<file path="config.mk">
export PLATFORM = sky130hd
export DESIGN_NAME = hbridge_calibrate_and_drive_top_flat
export DESIGN_NICKNAME = d
export VERILOG_FILES = /design/src/hbcd_pkg.sv /design/src/hbcd_if.sv /design/src/hbridge_calibrate_and_drive_top.sv /design/src/flat_wrapper.sv
export SDC_FILE = /design/constraint.sdc
export NUM_CORES = 1
export LEC_CHECK = 0
export BUFFER_PORTS_ARGS = -buffer_cell sky130_fd_sc_hd__buf_2
export CAP_MARGIN = 30
export CORE_ASPECT_RATIO = 1.4
export CORE_MARGIN = 4
export CORE_UTILIZATION = 25
export DETAILED_ROUTE_END_ITERATION = 8
export GPL_TIMING_DRIVEN = 0
export SLEW_MARGIN = 10
export SYNTH_ARGS = -nofsm -noshare
export SYNTH_HDL_FRONTEND = slang
export SYNTH_SLANG_ARGS = --single-unit
</file>
<file path="constraint.sdc">
create_clock -name clk -period 8 [get_ports clk]
set_input_delay 0.8 -clock clk [delete_from_list [all_inputs] [get_ports clk]]
set_output_delay 0.8 -clock clk [all_outputs]
set_load 0.1 [all_outputs]
</file>
<file path="src/hbcd_pkg.sv">
// Package for the H-bridge calibrate-and-drive block.
// Holds field widths, command, phase and register codes, and the angle wrap function.
// Depends on nothing; every other file imports it.
`default_nettype none

package hbcd_pkg;

    // Field widths
    localparam int ANGLE_W = 17;
    localparam int NOW_W   = 32;
    localparam int CMD_W   = 2;
    localparam int PHASE_W = 3;
    localparam int TOUT_W  = 5;
    localparam int ADDR_W  = 4;
    localparam int DATA_W  = 32;

    // Input commands
    localparam logic [CMD_W-1:0] CMD_TICK    = 2'd0;
    localparam logic [CMD_W-1:0] CMD_SENSOR  = 2'd1;
    localparam logic [CMD_W-1:0] CMD_TARGET  = 2'd2;
    localparam logic [CMD_W-1:0] CMD_RESTART = 2'd3;

    // Sequence phases, as reported on the result channel
    localparam logic [PHASE_W-1:0] PH_NONE = 3'd0;
    localparam logic [PHASE_W-1:0] PH_START = 3'd1;
    localparam logic [PHASE_W-1:0] PH_WAIT = 3'd2;
    localparam logic [PHASE_W-1:0] PH_TO_V = 3'd3;
    localparam logic [PHASE_W-1:0] PH_TO_H = 3'd4;
    localparam logic [PHASE_W-1:0] PH_CAL = 3'd5;
    localparam logic [PHASE_W-1:0] PH_FAIL = 3'd6;
    localparam logic [PHASE_W-1:0] PH_OK = 3'd7;

    // Register indexes, taken from paddr[3:2]
    localparam logic [1:0] REG_ENABLE  = 2'd0;
    localparam logic [1:0] REG_REVERSE = 2'd1;
    localparam logic [1:0] REG_TIMEOUT = 2'd2;

    // Angles in hundredths of a degree
    localparam int TURN        = 36000;
    localparam int HALF_TURN   = 18000;
    localparam int DEADBAND    = 50;
    localparam int MOTION_STEP = 10;
    localparam int STILL_MS    = 1000;
    localparam int MS_PER_S    = 1000;

    typedef logic signed [ANGLE_W-1:0] angle_t;
    typedef logic signed [ANGLE_W:0]   angle_diff_t;

    // Remainder of a non-negative value below nine turns, by one turn.
    // The quotient comes from eight independent compares against constant multiples.
    function automatic logic [15:0] mod_turn(input logic [18:0] y);
        logic [3:0]  q;
        logic [18:0] r;
        q = 4'd0;
        for (int i = 1; i <= 8; i++)
        begin
            if (y >= 19'(i * TURN))
            begin
                q = 4'(i);
            end
        end
        r = y - 19'(int'(q) * TURN);
        return r[15:0];
    endfunction

endpackage

`default_nettype wire

</file>
<file path="src/hbcd_if.sv">
// Valid/ready channel interfaces for the H-bridge calibrate-and-drive block.
// One carries input items, the other result items. Depends on hbcd_pkg.
`default_nettype none

interface hbcd_item_if;
    import hbcd_pkg::*;

    logic               valid;
    logic               ready;
    logic [CMD_W-1:0]   command;
    logic [NOW_W-1:0]   now_ms;
    logic signed [ANGLE_W-1:0] angle;

    modport source (output valid, output command, output now_ms, output angle,
                    input ready);
    modport sink   (input valid, input command, input now_ms, input angle,
                    output ready);
endinterface

interface hbcd_result_if;
    import hbcd_pkg::*;

    logic               valid;
    logic               ready;
    logic               drive_a;
    logic               drive_b;
    logic               moving;
    logic [PHASE_W-1:0] phase;

    modport source (output valid, output drive_a, output drive_b, output moving,
                    output phase, input ready);
    modport sink   (input valid, input drive_a, input drive_b, input moving,
                    input phase, output ready);
endinterface

`default_nettype wire

</file>
<file path="src/hbridge_calibrate_and_drive_top.sv">
// Top level of the H-bridge calibrate-and-drive block.
// Uses hbcd_pkg and the channel interfaces in hbcd_if.sv.
//
// Usage:
//   Input items (command, now_ms, angle) arrive on the item channel: ticks,
//   sensor angles, target angles and calibration restarts. Every item yields
//   exactly one result (drive_a, drive_b, moving, phase) on the result channel,
//   showing the pin levels and phase after that item.
//   Registers enable, reverse_drive and calibration_timeout_s sit on the APB
//   port at byte addresses 0, 4 and 8; pready is always high.
// Timing:
//   An item is captured in the input register on its transfer, then processed,
//   once the output register is free or being emptied, by the compare/add logic
//   and the constant angle wrap; its result is held in the output register.
//   One item is taken every cycle while results are taken; the state registers
//   update in the same cycle as the result register, so consecutive items see
//   each other's effect with no gap.
// Reset and stall:
//   rst_n clears the sequence to the starting phase, the pins to off and the
//   registers to their defaults. When the receiver holds off the result, the
//   result waits in the output register, one more item waits in the input
//   register, and then item ready drops until the result is taken.
`default_nettype none

module hbridge_calibrate_and_drive_top (
    input  wire logic                          clk,
    input  wire logic                          rst_n,
    hbcd_item_if.sink                          item,
    hbcd_result_if.source                      result,
    input  wire logic                          psel,
    input  wire logic                          penable,
    input  wire logic                          pwrite,
    input  wire logic [hbcd_pkg::ADDR_W-1:0]   paddr,
    input  wire logic [hbcd_pkg::DATA_W-1:0]   pwdata,
    output logic      [hbcd_pkg::DATA_W-1:0]   prdata,
    output logic                               pready
);
    import hbcd_pkg::*;

    // Configuration registers
    logic              enable_reg;
    logic              reverse_reg;
    logic [TOUT_W-1:0] timeout_reg;

    // Input register
    logic             s1_valid_reg;
    logic [CMD_W-1:0] s1_cmd_reg;
    logic [NOW_W-1:0] s1_now_reg;
    angle_t           s1_angle_reg;

    // Block state
    logic [PHASE_W-1:0] phase_reg, phase_next;
    angle_t             cur_reg, cur_next;
    logic               avalid_reg, avalid_next;
    angle_t             prev_reg, prev_next;
    angle_t             target_reg, target_next;
    angle_t             vend_reg, vend_next;
    angle_t             hend_reg, hend_next;
    logic [NOW_W-1:0]   pstart_reg, pstart_next;
    logic [NOW_W-1:0]   lchange_reg, lchange_next;
    logic               dir_reg, dir_next;
    logic               pin_a_reg, pin_a_next;
    logic               pin_b_reg, pin_b_next;
    logic               pin_mv_reg, pin_mv_next;

    // Output register
    logic               out_valid_reg;
    logic               out_a_reg;
    logic               out_b_reg;
    logic               out_mv_reg;
    logic [PHASE_W-1:0] out_phase_reg;

    logic fire;
    logic wr_en;

    // Working values for one item
    logic [14:0]      limit;
    logic [NOW_W-1:0] el_start;
    logic [NOW_W-1:0] el_change;
    logic             phase_exp;
    logic             expired;
    angle_diff_t      mot_d;
    logic [ANGLE_W:0] mot_abs;
    angle_diff_t      drv_d;
    logic [ANGLE_W:0] drv_abs;
    angle_diff_t      gap_d;
    logic [ANGLE_W:0] gap;
    logic             v_lt_h;
    angle_diff_t      rel;
    logic signed [19:0] ysum;
    logic [15:0]      turn_rem;

    // APB register port
    assign pready = 1'b1;
    assign wr_en  = psel && penable && pwrite;

    always_ff @(posedge clk or negedge rst_n)
    begin
        if (!rst_n)
        begin
            enable_reg  <= 1'b0;
            reverse_reg <= 1'b0;
            timeout_reg <= 5'd15;
        end
        else if (wr_en)
        begin
            case (paddr[3:2])
                REG_ENABLE:  enable_reg  <= pwdata[0];
                REG_REVERSE: reverse_reg <= pwdata[0];
                REG_TIMEOUT: timeout_reg <= pwdata[TOUT_W-1:0];
                default:     ;
            endcase
        end
    end

    always_comb
    begin
        case (paddr[3:2])
            REG_ENABLE:  prdata = {31'd0, enable_reg};
            REG_REVERSE: prdata = {31'd0, reverse_reg};
            REG_TIMEOUT: prdata = {27'd0, timeout_reg};
            default:     prdata = '0;
        endcase
    end

    // Channel handshakes: the item in the input register is processed when the
    // output register is free or is being emptied in the same cycle.
    assign fire       = s1_valid_reg && (!out_valid_reg || result.ready);
    assign item.ready = !s1_valid_reg || fire;

    always_ff @(posedge clk or negedge rst_n)
    begin
        if (!rst_n)
        begin
            s1_valid_reg <= 1'b0;
        end
        else if (item.ready)
        begin
            s1_valid_reg <= item.valid;
        end
    end

    always_ff @(posedge clk)
    begin
        if (item.ready && item.valid)
        begin
            s1_cmd_reg   <= item.command;
            s1_now_reg   <= item.now_ms;
            s1_angle_reg <= item.angle;
        end
    end

    // Timers and distances used by the calibration and drive phases.
    always_comb
    begin
        limit     = 15'({10'd0, timeout_reg} * 15'(MS_PER_S));
        el_start  = s1_now_reg - pstart_reg;
        el_change = s1_now_reg - lchange_reg;
        phase_exp = el_start >= {17'd0, limit};
        expired   = phase_exp || (el_change >= 32'(STILL_MS));

        mot_d   = angle_diff_t'(cur_reg) - angle_diff_t'(prev_reg);
        mot_abs = mot_d[ANGLE_W] ? 18'(-mot_d) : 18'(mot_d);

        drv_d   = angle_diff_t'(target_reg) - angle_diff_t'(cur_reg);
        drv_abs = drv_d[ANGLE_W] ? 18'(-drv_d) : 18'(drv_d);

        gap_d   = angle_diff_t'(vend_reg) - angle_diff_t'(hend_reg);
        gap     = gap_d[ANGLE_W] ? 18'(-gap_d) : 18'(gap_d);
        v_lt_h  = vend_reg < hend_reg;
    end

    // Remap of a sensor angle after success: offset by four and a half turns so the
    // wrap input is never negative, then take the remainder by one turn.
    always_comb
    begin
        rel      = dir_reg ? angle_diff_t'(hend_reg) - angle_diff_t'(s1_angle_reg)
                           : angle_diff_t'(s1_angle_reg) - angle_diff_t'(hend_reg);
        ysum     = 20'(rel) + 20'sd162000;
        turn_rem = mod_turn(ysum[18:0]);
    end

    // Next state for the item in the input register.
    always_comb
    begin
        phase_next   = phase_reg;
        cur_next     = cur_reg;
        avalid_next  = avalid_reg;
        prev_next    = prev_reg;
        target_next  = target_reg;
        vend_next    = vend_reg;
        hend_next    = hend_reg;
        pstart_next  = pstart_reg;
        lchange_next = lchange_reg;
        dir_next     = dir_reg;
        pin_a_next   = pin_a_reg;
        pin_b_next   = pin_b_reg;
        pin_mv_next  = pin_mv_reg;

        case (s1_cmd_reg)
            CMD_TICK:
            begin
                if (enable_reg)
                begin
                    case (phase_reg)
                        PH_START:
                        begin
                            pstart_next = s1_now_reg;
                            cur_next    = '0;
                            avalid_next = 1'b0;
                            vend_next   = '0;
                            hend_next   = '0;
                            phase_next  = PH_WAIT;
                            pin_a_next  = 1'b0;
                            pin_b_next  = 1'b0;
                            pin_mv_next = 1'b0;
                        end
                        PH_WAIT:
                        begin
                            if (phase_exp)
                            begin
                                phase_next = PH_FAIL;
                            end
                            else if (avalid_reg)
                            begin
                                pin_a_next   = reverse_reg;
                                pin_b_next   = !reverse_reg;
                                pin_mv_next  = 1'b1;
                                prev_next    = '0;
                                pstart_next  = s1_now_reg;
                                lchange_next = s1_now_reg;
                                phase_next   = PH_TO_V;
                            end
                        end
                        PH_TO_V, PH_TO_H:
                        begin
                            if (expired)
                            begin
                                if (phase_reg == PH_TO_V)
                                begin
                                    vend_next    = cur_reg;
                                    pin_a_next   = !reverse_reg;
                                    pin_b_next   = reverse_reg;
                                    pin_mv_next  = 1'b1;
                                    pstart_next  = s1_now_reg;
                                    lchange_next = s1_now_reg;
                                    phase_next   = PH_TO_H;
                                end
                                else
                                begin
                                    hend_next  = cur_reg;
                                    phase_next = PH_CAL;
                                end
                            end
                            else if (mot_abs > 18'(MOTION_STEP))
                            begin
                                // Still moving: restart the still-time window.
                                prev_next    = cur_reg;
                                lchange_next = s1_now_reg;
                            end
                        end
                        PH_CAL:
                        begin
                            // End-stop gap must lie near a quarter or three quarters of a turn.
                            if (gap > 18'd8000 && gap < 18'd10000)
                            begin
                                dir_next   = v_lt_h;
                                phase_next = PH_OK;
                            end
                            else if (gap > 18'd26000 && gap < 18'd28000)
                            begin
                                dir_next   = !v_lt_h;
                                phase_next = PH_OK;
                            end
                            else
                            begin
                                phase_next = PH_FAIL;
                            end
                        end
                        PH_FAIL, PH_OK:
                        begin
                            // Bang-bang drive with a deadband; failure keeps the pins off.
                            if (phase_reg != PH_OK || drv_abs < 18'(DEADBAND))
                            begin
                                pin_a_next  = 1'b0;
                                pin_b_next  = 1'b0;
                                pin_mv_next = 1'b0;
                            end
                            else if ((!drv_d[ANGLE_W] && drv_d != '0) != !reverse_reg)
                            begin
                                pin_a_next  = 1'b1;
                                pin_b_next  = 1'b0;
                                pin_mv_next = 1'b1;
                            end
                            else
                            begin
                                pin_a_next  = 1'b0;
                                pin_b_next  = 1'b1;
                                pin_mv_next = 1'b1;
                            end
                        end
                        default:
                        begin
                        end
                    endcase
                end
            end
            CMD_SENSOR:
            begin
                avalid_next = 1'b1;
                if (phase_reg != PH_OK)
                begin
                    cur_next = s1_angle_reg;
                end
                else
                begin
                    cur_next = angle_t'(17'(signed'({1'b0, turn_rem})) - 17'sd18000);
                end
            end
            CMD_TARGET:
            begin
                target_next = s1_angle_reg;
            end
            CMD_RESTART:
            begin
                phase_next = PH_START;
            end
            default:
            begin
            end
        endcase
    end

    // State update, one item per cycle whenever the output register can take a result.
    always_ff @(posedge clk or negedge rst_n)
    begin
        if (!rst_n)
        begin
            phase_reg   <= PH_START;
            cur_reg     <= '0;
            avalid_reg  <= 1'b0;
            prev_reg    <= '0;
            target_reg  <= '0;
            vend_reg    <= '0;
            hend_reg    <= '0;
            pstart_reg  <= '0;
            lchange_reg <= '0;
            dir_reg     <= 1'b0;
            pin_a_reg   <= 1'b0;
            pin_b_reg   <= 1'b0;
            pin_mv_reg  <= 1'b0;
        end
        else if (fire)
        begin
            phase_reg   <= phase_next;
            cur_reg     <= cur_next;
            avalid_reg  <= avalid_next;
            prev_reg    <= prev_next;
            target_reg  <= target_next;
            vend_reg    <= vend_next;
            hend_reg    <= hend_next;
            pstart_reg  <= pstart_next;
            lchange_reg <= lchange_next;
            dir_reg     <= dir_next;
            pin_a_reg   <= pin_a_next;
            pin_b_reg   <= pin_b_next;
            pin_mv_reg  <= pin_mv_next;
        end
    end

    // Output register: holds one result until its transfer.
    always_ff @(posedge clk or negedge rst_n)
    begin
        if (!rst_n)
        begin
            out_valid_reg <= 1'b0;
        end
        else if (fire)
        begin
            out_valid_reg <= 1'b1;
        end
        else if (result.ready)
        begin
            out_valid_reg <= 1'b0;
        end
    end

    always_ff @(posedge clk)
    begin
        if (fire)
        begin
            out_a_reg     <= pin_a_next;
            out_b_reg     <= pin_b_next;
            out_mv_reg    <= pin_mv_next;
            out_phase_reg <= phase_next;
        end
    end

    assign result.valid   = out_valid_reg;
    assign result.drive_a = out_a_reg;
    assign result.drive_b = out_b_reg;
    assign result.moving  = out_mv_reg;
    assign result.phase   = out_phase_reg;

    // The two bridge pins are never driven high together.
    assert property (@(posedge clk) disable iff (!rst_n) !(pin_a_reg && pin_b_reg))
        else $error("both H-bridge pins driven");

    // When no move is in progress both pins are off.
    assert property (@(posedge clk) disable iff (!rst_n)
        !pin_mv_reg |-> (!pin_a_reg && !pin_b_reg))
        else $error("pin driven while not moving");

    // Processing an item always leaves a result in the output register.
    assert property (@(posedge clk) disable iff (!rst_n) fire |=> out_valid_reg)
        else $error("processed item produced no result");

    // The remap direction changes only when the calibrating phase is handled.
    assert property (@(posedge clk) disable iff (!rst_n)
        (dir_reg != $past(dir_reg)) |-> ($past(phase_reg) == PH_CAL))
        else $error("direction changed outside calibration");

endmodule

`default_nettype wire

</file>
<file path="src/flat_wrapper.sv">
// flat-port wrapper written by rule: the top's interface ports become plain ports
module hbridge_calibrate_and_drive_top_flat import hbcd_pkg::*;
  (clk, rst_n, psel, penable, pwrite, paddr, pwdata, prdata, pready, item_valid, item_command, item_now_ms, item_angle, item_ready, result_valid, result_drive_a, result_drive_b, result_moving, result_phase, result_ready);
  hbcd_item_if item_i ();
  hbcd_result_if result_i ();
  input  wire logic clk;
  input  wire logic rst_n;
  input  wire logic psel;
  input  wire logic penable;
  input  wire logic pwrite;
  input  wire logic [hbcd_pkg::ADDR_W-1:0] paddr;
  input  wire logic [hbcd_pkg::DATA_W-1:0] pwdata;
  output logic      [hbcd_pkg::DATA_W-1:0] prdata;
  output logic pready;
  input wire logic [$bits(item_i.valid)-1:0] item_valid;
  input wire logic [$bits(item_i.command)-1:0] item_command;
  input wire logic [$bits(item_i.now_ms)-1:0] item_now_ms;
  input wire logic [$bits(item_i.angle)-1:0] item_angle;
  output wire logic [$bits(item_i.ready)-1:0] item_ready;
  output wire logic [$bits(result_i.valid)-1:0] result_valid;
  output wire logic [$bits(result_i.drive_a)-1:0] result_drive_a;
  output wire logic [$bits(result_i.drive_b)-1:0] result_drive_b;
  output wire logic [$bits(result_i.moving)-1:0] result_moving;
  output wire logic [$bits(result_i.phase)-1:0] result_phase;
  input wire logic [$bits(result_i.ready)-1:0] result_ready;
  assign item_i.valid = item_valid;
  assign item_i.command = item_command;
  assign item_i.now_ms = item_now_ms;
  assign item_i.angle = item_angle;
  assign item_ready = item_i.ready;
  assign result_valid = result_i.valid;
  assign result_drive_a = result_i.drive_a;
  assign result_drive_b = result_i.drive_b;
  assign result_moving = result_i.moving;
  assign result_phase = result_i.phase;
  assign result_i.ready = result_ready;
  hbridge_calibrate_and_drive_top u_core (.clk(clk), .rst_n(rst_n), .item(item_i), .result(result_i), .psel(psel), .penable(penable), .pwrite(pwrite), .paddr(paddr), .pwdata(pwdata), .prdata(prdata), .pready(pready));
endmodule
</file>
---- After elaboration in Yosys (flattened, before gate mapping) ----
Index checks and enable logic that the tools add are counted.
storage, ports and cells
  bits in registers ....................... 223
  input bits .............................. 94
  output and inout bits ................... 41
  logic and storage cells ................. 198
cells by class
  add/sub/neg operators ................... 13
  $mul .................................... 2
  order comparisons ....................... 17
  eq/ne operators ......................... 25
  mux-type cells .......................... 78
  reductions and logical operators ........ 38
operators with widths
  cell                    count
  $mux 32                 6
  $mux 17                 11
  $pmux 17 s2             4
  $pmux 32 s3             1
  $sub 17x17->18          5
  $ge 19x18->1 const B    4
  $mux 18                 4
  $pmux 32 s2             1
  $sub 32x32->32          2
  $neg 18->18             3
  $ge 19x17->1 const B    2
  $ge 32x10->1 const B    1
  $ge 32x15->1            1
  $mux 1                  32
  $mux 3                  9
  $reduce_and 8->1        3
  $add 18x19->19 const B  1
  $ge 19x16->1 const B    1
  $ge 19x19->1 const B    1
  $gt 18x13->1 const B    1
  $gt 18x15->1 const B    1
  $gt 18x4->1 const B     1
  $lt 18x14->1 const B    1
  $lt 18x15->1 const B    1
  other kinds (35)        76

---- Longest topological paths before layout ----
  depth after elaboration ................. 17
  depth in mapped cells ................... 38
  depth with buffers taken out ............ 37

---- Worst setup path before layout ----
Ideal clock, no wire load.
  path kind ............................... register to register
  start ................................... register u_core.hend_reg[0]
  end ..................................... register u_core.cur_reg[15]
  library setup time ...................... 0.120 ns
  arrival time ............................ 7.045 ns
  path slack .............................. 0.834 ns
  cell stages (with the launch flop) ...... 38
  period minus slack after synthesis ...... 7.166 ns
  cell sequence ........................... dfrtp_1 inv_1 ha_1 inv_1 fa_1 a21o_1 a211oi_1 a21oi_1 xor2_1 ha_1 inv_1 and3_1 a31oi_1 and3_1 buf_4 nand4b_1 a32oi_1 a2111oi_0 (+2 left out) and2_1 buf_2 ha_1 ha_1 ha_1 inv_1 ha_1 a21o_1 a21o_1 a21o_1 a21o_1 a21o_1 a21oi_1 xor2_1 nand2_1 nor2_1 mux2i_1 and4_1
on the way
  word-level cells in the longest chain between the ends .. 17
  elaborated cells between the ends (all ways) .. 25
ends and longest elaborated chain
  element                            line                                                                            text
  start: declaration                 hbridge_calibrate_and_drive_top.sv:58                                           angle_t hend_reg, hend_next;
  start signal: assignment           hbridge_calibrate_and_drive_top.sv:361                                          hend_reg <= hend_next;
  $sub 17x17->18 (on tied branches)  hbridge_calibrate_and_drive_top.sv:178, hbridge_calibrate_and_drive_top.sv:177
  $mux 18 (*)                        hbridge_calibrate_and_drive_top.sv:177                                          rel = dir_reg ? angle_diff_t'(hend_reg) - angle_diff_t'(s1_angle_reg)
  $add 18x19->19 (*)                 hbridge_calibrate_and_drive_top.sv:179                                          ysum = 20'(rel) + 20'sd162000;
  $ge 19x16->1                       hbcd_pkg.sv:57                                                                  if (y >= 19'(i * TURN))
  $mux 1                             hbcd_pkg.sv:57
  $mux 2 (2 in a row)                hbcd_pkg.sv:57
  $mux 3 (4 in a row)                hbcd_pkg.sv:57
  $mux 4                             hbcd_pkg.sv:57
  $mul 4x11->11                      hbcd_pkg.sv:62                                                                  r = y - 19'(int'(q) * TURN);
  $sub 16x16->16 (*)                 hbcd_pkg.sv:62
  $sub 16x15->17 (*)                 hbridge_calibrate_and_drive_top.sv:317                                          cur_next = angle_t'(17'(signed'({1'b0, turn_rem})) - 17'sd18000);
  $mux 17 (*)                        hbridge_calibrate_and_drive_top.sv:311                                          if (phase_reg != PH_OK)
  $pmux 17 s2 (*)                    hbridge_calibrate_and_drive_top.sv:200                                          case (s1_cmd_reg)
  end signal: assignment             hbridge_calibrate_and_drive_top.sv:356                                          cur_reg <= cur_next;
  end: declaration                   hbridge_calibrate_and_drive_top.sv:53                                           angle_t cur_reg, cur_next;
Every way passes the cells marked *; elsewhere a longest branch is shown, timed or not.
A chain may end at the register's enable or synchronous reset.

---- Final worst setup path ----
  start ................................... register u_core.s1_angle_reg[0]
  end ..................................... register u_core.cur_reg[15]
on the way
  word-level cells in the longest chain between the ends .. 17
  elaborated cells between the ends (all ways) .. 25
ends and longest elaborated chain
  element                            line                                                                            text
  start: declaration                 hbridge_calibrate_and_drive_top.sv:49                                           angle_t s1_angle_reg;
  start signal: assignment           hbridge_calibrate_and_drive_top.sv:149                                          s1_angle_reg <= item.angle;
  $sub 17x17->18 (on tied branches)  hbridge_calibrate_and_drive_top.sv:178, hbridge_calibrate_and_drive_top.sv:177
  $mux 18 (*)                        hbridge_calibrate_and_drive_top.sv:177
  $add 18x19->19 (*)                 hbridge_calibrate_and_drive_top.sv:179
  $ge 19x16->1                       hbcd_pkg.sv:57
  $mux 1                             hbcd_pkg.sv:57
  $mux 2 (2 in a row)                hbcd_pkg.sv:57
  $mux 3 (4 in a row)                hbcd_pkg.sv:57
  $mux 4                             hbcd_pkg.sv:57
  $mul 4x11->11                      hbcd_pkg.sv:62
  $sub 16x16->16 (*)                 hbcd_pkg.sv:62
  $sub 16x15->17 (*)                 hbridge_calibrate_and_drive_top.sv:317
  $mux 17 (*)                        hbridge_calibrate_and_drive_top.sv:311
  $pmux 17 s2 (*)                    hbridge_calibrate_and_drive_top.sv:200
Marks and branches as above.

==> run summary <==
- input port to asynchronous set/reset pin — path type of the worst min-delay path
- 27.1% — part of the Yosys area used for sequential elements
- flip-flop — critical path capture point type
- 18794 — number of global-route vias before repair
- 2526 — Syn Inst Count
- 132 MHz — timing-limited maximum frequency
- 10.7 nW — static leakage
- 63900 um — aggregate routed wire length
- 14.2% — area growth from synthesis to layout
- 0 — final hold violation count
- inv_1 (258), ha_1 (207), a21oi_1 (181) — leading cell types in the layout, fill and taps excluded
- -0.555 ns — dpl ws
- 0.0256 ns — Max Clock Skew
- 3731 — Placed Instances
- 8.06 ns — arrival time at the worst endpoint
- 0.50 ns — highest cell delay on the worst timing path
- 0 — Setup Viol. Count Final
- 0 — diode count
- 27 — total clock buffers created by CTS
- 135 — number of primary I/O pins
- 0.0248 mm^2 — Design Area, Final
- 93 — largest net degree at the start of global routing
- 9256 — number of filler instances in the final layout
- 0.0915 mm^2 — die area
- 0.00587 mm^2 — footprint of the flip-flops and latches
- 0.0146 mm^2 — area of the multi-input gates
- 99 — number of library cell types mapped by synthesis
- 0 — residual overflow from global routing
- 962 — DRC violation total after the first TritonRoute iteration
- 95.0% — final clock period utilization by the worst path
- 5 — antenna violations before repair
- flip-flop — sort of element at the start of the critical path
- dfrtp_1 — Main synth FF type
- dfrtp_1 — leading area contributor after synthesis
- 356 um — y dimension of the die
- 3 — CTS Buffer Depth
- 0 — Slew Limit Fails
- 2990 — final-stage net count
- 19042 — number of vias in the routed layout
- 0.0858 mm^2 — area inside the core boundary
- 5.03 — number of vias per cell
- 0.06 ns — clock transition time at the flip-flop clock pins of the worst setup and hold paths
- finished, final reports clean — outcome
- 0.162 ns — Fin Hold WS
- 38.6% — Max transition margin
- 25.3% — initial standard-cell utilization of the core
- 257 um — Die X
- 11.2 mW — Overall Power
- 7.60 ns — Tmin final
- 0 — warning count from the yosys run
- 453 mW/mm^2 — Cell Pwr Density
- 74.4% — Synth async-reset ratio
- 0 — DR DRC count
- 101000 um — first-pass GRT wire length
- 0 ns — total negative setup slack
- 0.59 ns — clock insertion delay at the later pin of the skew report
- 8.47 ns — required time at the endpoint of the critical path
- 223 — CTS sink count
- clkbuf_16 — library cell used as clock root buffer
- 0 — post-detailed-route count of antenna-violating nets
- 0.918 ns — Least-Margin Pin Slew
- 8 — maximum fanout along the worst path
- 0.0236 mm^2 — DP Area
- done — TritonCTS clock tree
- 18.6% — fraction of synthesized cell area taken by the top area cell type
- 8.58 um^2 — Avg Inst Size Synth
- 0.404 ns — worst path setup slack after routing
- 77 — number of port buffers
- inv_1 — leading cell type in the layout, fill and taps excluded
- 51400 um — sum of net half-perimeters after detailed placement
- a2111o_1 — Slowest-stage cell, CP
- 354 uV — Peak supply drop
- 0.40 ns — reg-to-reg setup timing slack
- flip-flop to flip-flop — type of the setup path with the least slack
- 1 — H-tree Lvls
- 3785 — non-filler cells in the finished layout
- 0 — hold buffers post-CTS
- 127 — Row Count
- 16.9 um — mean routed wirelength per cell
- a21o_1 — cell with the most instances on the worst path
- 223 — post-synthesis register bit count
- 28.9% — utilization after layout
- 14.3% — fraction of final layout cells sized beyond drive strength 1
- 57 — number of enable flip-flop cells after synthesis
- 0.0217 mm^2 — area of the mapped netlist
- 13.5% — overall routing resource usage
- 0.948 — RePlAce Congestion
- dfrtp_1 (19%), ha_1 (12%), edfxtp_1 (7.9%) — ranking of synthesized cells by area
- 6 — router iterations before antenna repair
- 0 — Max Cap Violations
[layout make-up]
class,count,area share [%]
buffer,98,2.16
clock buffer,36,3.16
clock inverter,13,0.460
inverter,260,3.94
multi-input combinational,1971,58.9
sequential,223,23.7
tap,1096,5.54
timing repair buffer,88,2.11
[layer usage]
metal	track usage, %	vias up	part of all wire, %
met5	0	-	0.044
met3	1.31	152	3.2
li1	-	9458	-
met1	14.8	8983	39
met2	25.8	445	52
met4	6.83	4	5.6
[synth_stat cells, drive strengths merged, types with 24 or more instances]
master and number:
clkbuf 43, a21oi 184, and2 35, a31oi 28, nor3 44, nand3 58
nand4 40, o21ai 162, mux2i 24, inv 259, nor2 162, nor2b 27
nand2b 25, o21a 37, xor2 55, a211oi 29, a21o 78, edfxtp 57
nand2 160, mux2 122, dfrtp 161, ha 208, xnor2 75, buf 56
o211ai 25
[cell families after synthesis]
group	count (synthesis)	synth area share, %
multiplexers	146	7.62
adder cells (fa/ha/maj)	227	13.8
AND/OR/NAND/NOR	683	16.1
XOR/XNOR	130	5.25
AO/OA/AOI/OAI	756	23.1
flip-flops	223	27.1
other	2	0.0346
buffers and inverters	359	6.98
[path summary, 6_finish.rpt]
path                                             startpoint                                 to  cells after the start
setup / recovery           u_core.s1_angle_reg[0]$_DFFE_PP_     u_core.cur_reg[15]$_DFFE_PN0P_                     35
hold / removal                                        rst_n  u_core.timeout_reg[4]$_DFFE_PN0P_                      1
setup reg to reg           u_core.s1_angle_reg[0]$_DFFE_PP_     u_core.cur_reg[15]$_DFFE_PN0P_                     35
hold reg to reg             u_core.s1_valid_reg$_DFFE_PN0N_    u_core.result.valid$_DFFE_PN0P_                      1
max in group asynchronous                             rst_n   u_core.target_reg[0]$_DFFE_PN0P_                      2
min in group clk                            item_now_ms[10]    u_core.s1_now_reg[10]$_DFFE_PP_                      1
[where the power goes]
| group | switching (mW) | total [mW] | leakage (nW) | internal [mW] |
|---|---|---|---|---|
| Sequential | 0.178 | 1.60 | 2.73 | 1.42 |
| Combinational | 4.98 | 8.35 | 7.55 | 3.37 |
| Clock | 0.537 | 1.26 | 0.449 | 0.727 |
| Total | 5.69 | 11.2 | 10.7 | 5.52 |
[repair_timing]
item	4_1_cts	5_1_grt
pin swaps	1	8
buffers inserted	1	4
resized for setup	6	31
endpoints found under the setup margin	5	74
[critical path, delay by kind of cell (launching register included)]
kind,cells,cell delay (ns)
AO/OA/AOI/OAI,14,3.09
adder cells (fa/ha/maj),6,1.62
buffers and inverters,6,0.79
AND/OR/NAND/NOR,5,0.77
XOR/XNOR,3,0.65
flip-flops,1,0.48
multiplexers,1,0.07
(Power assumes the default switching activity.)
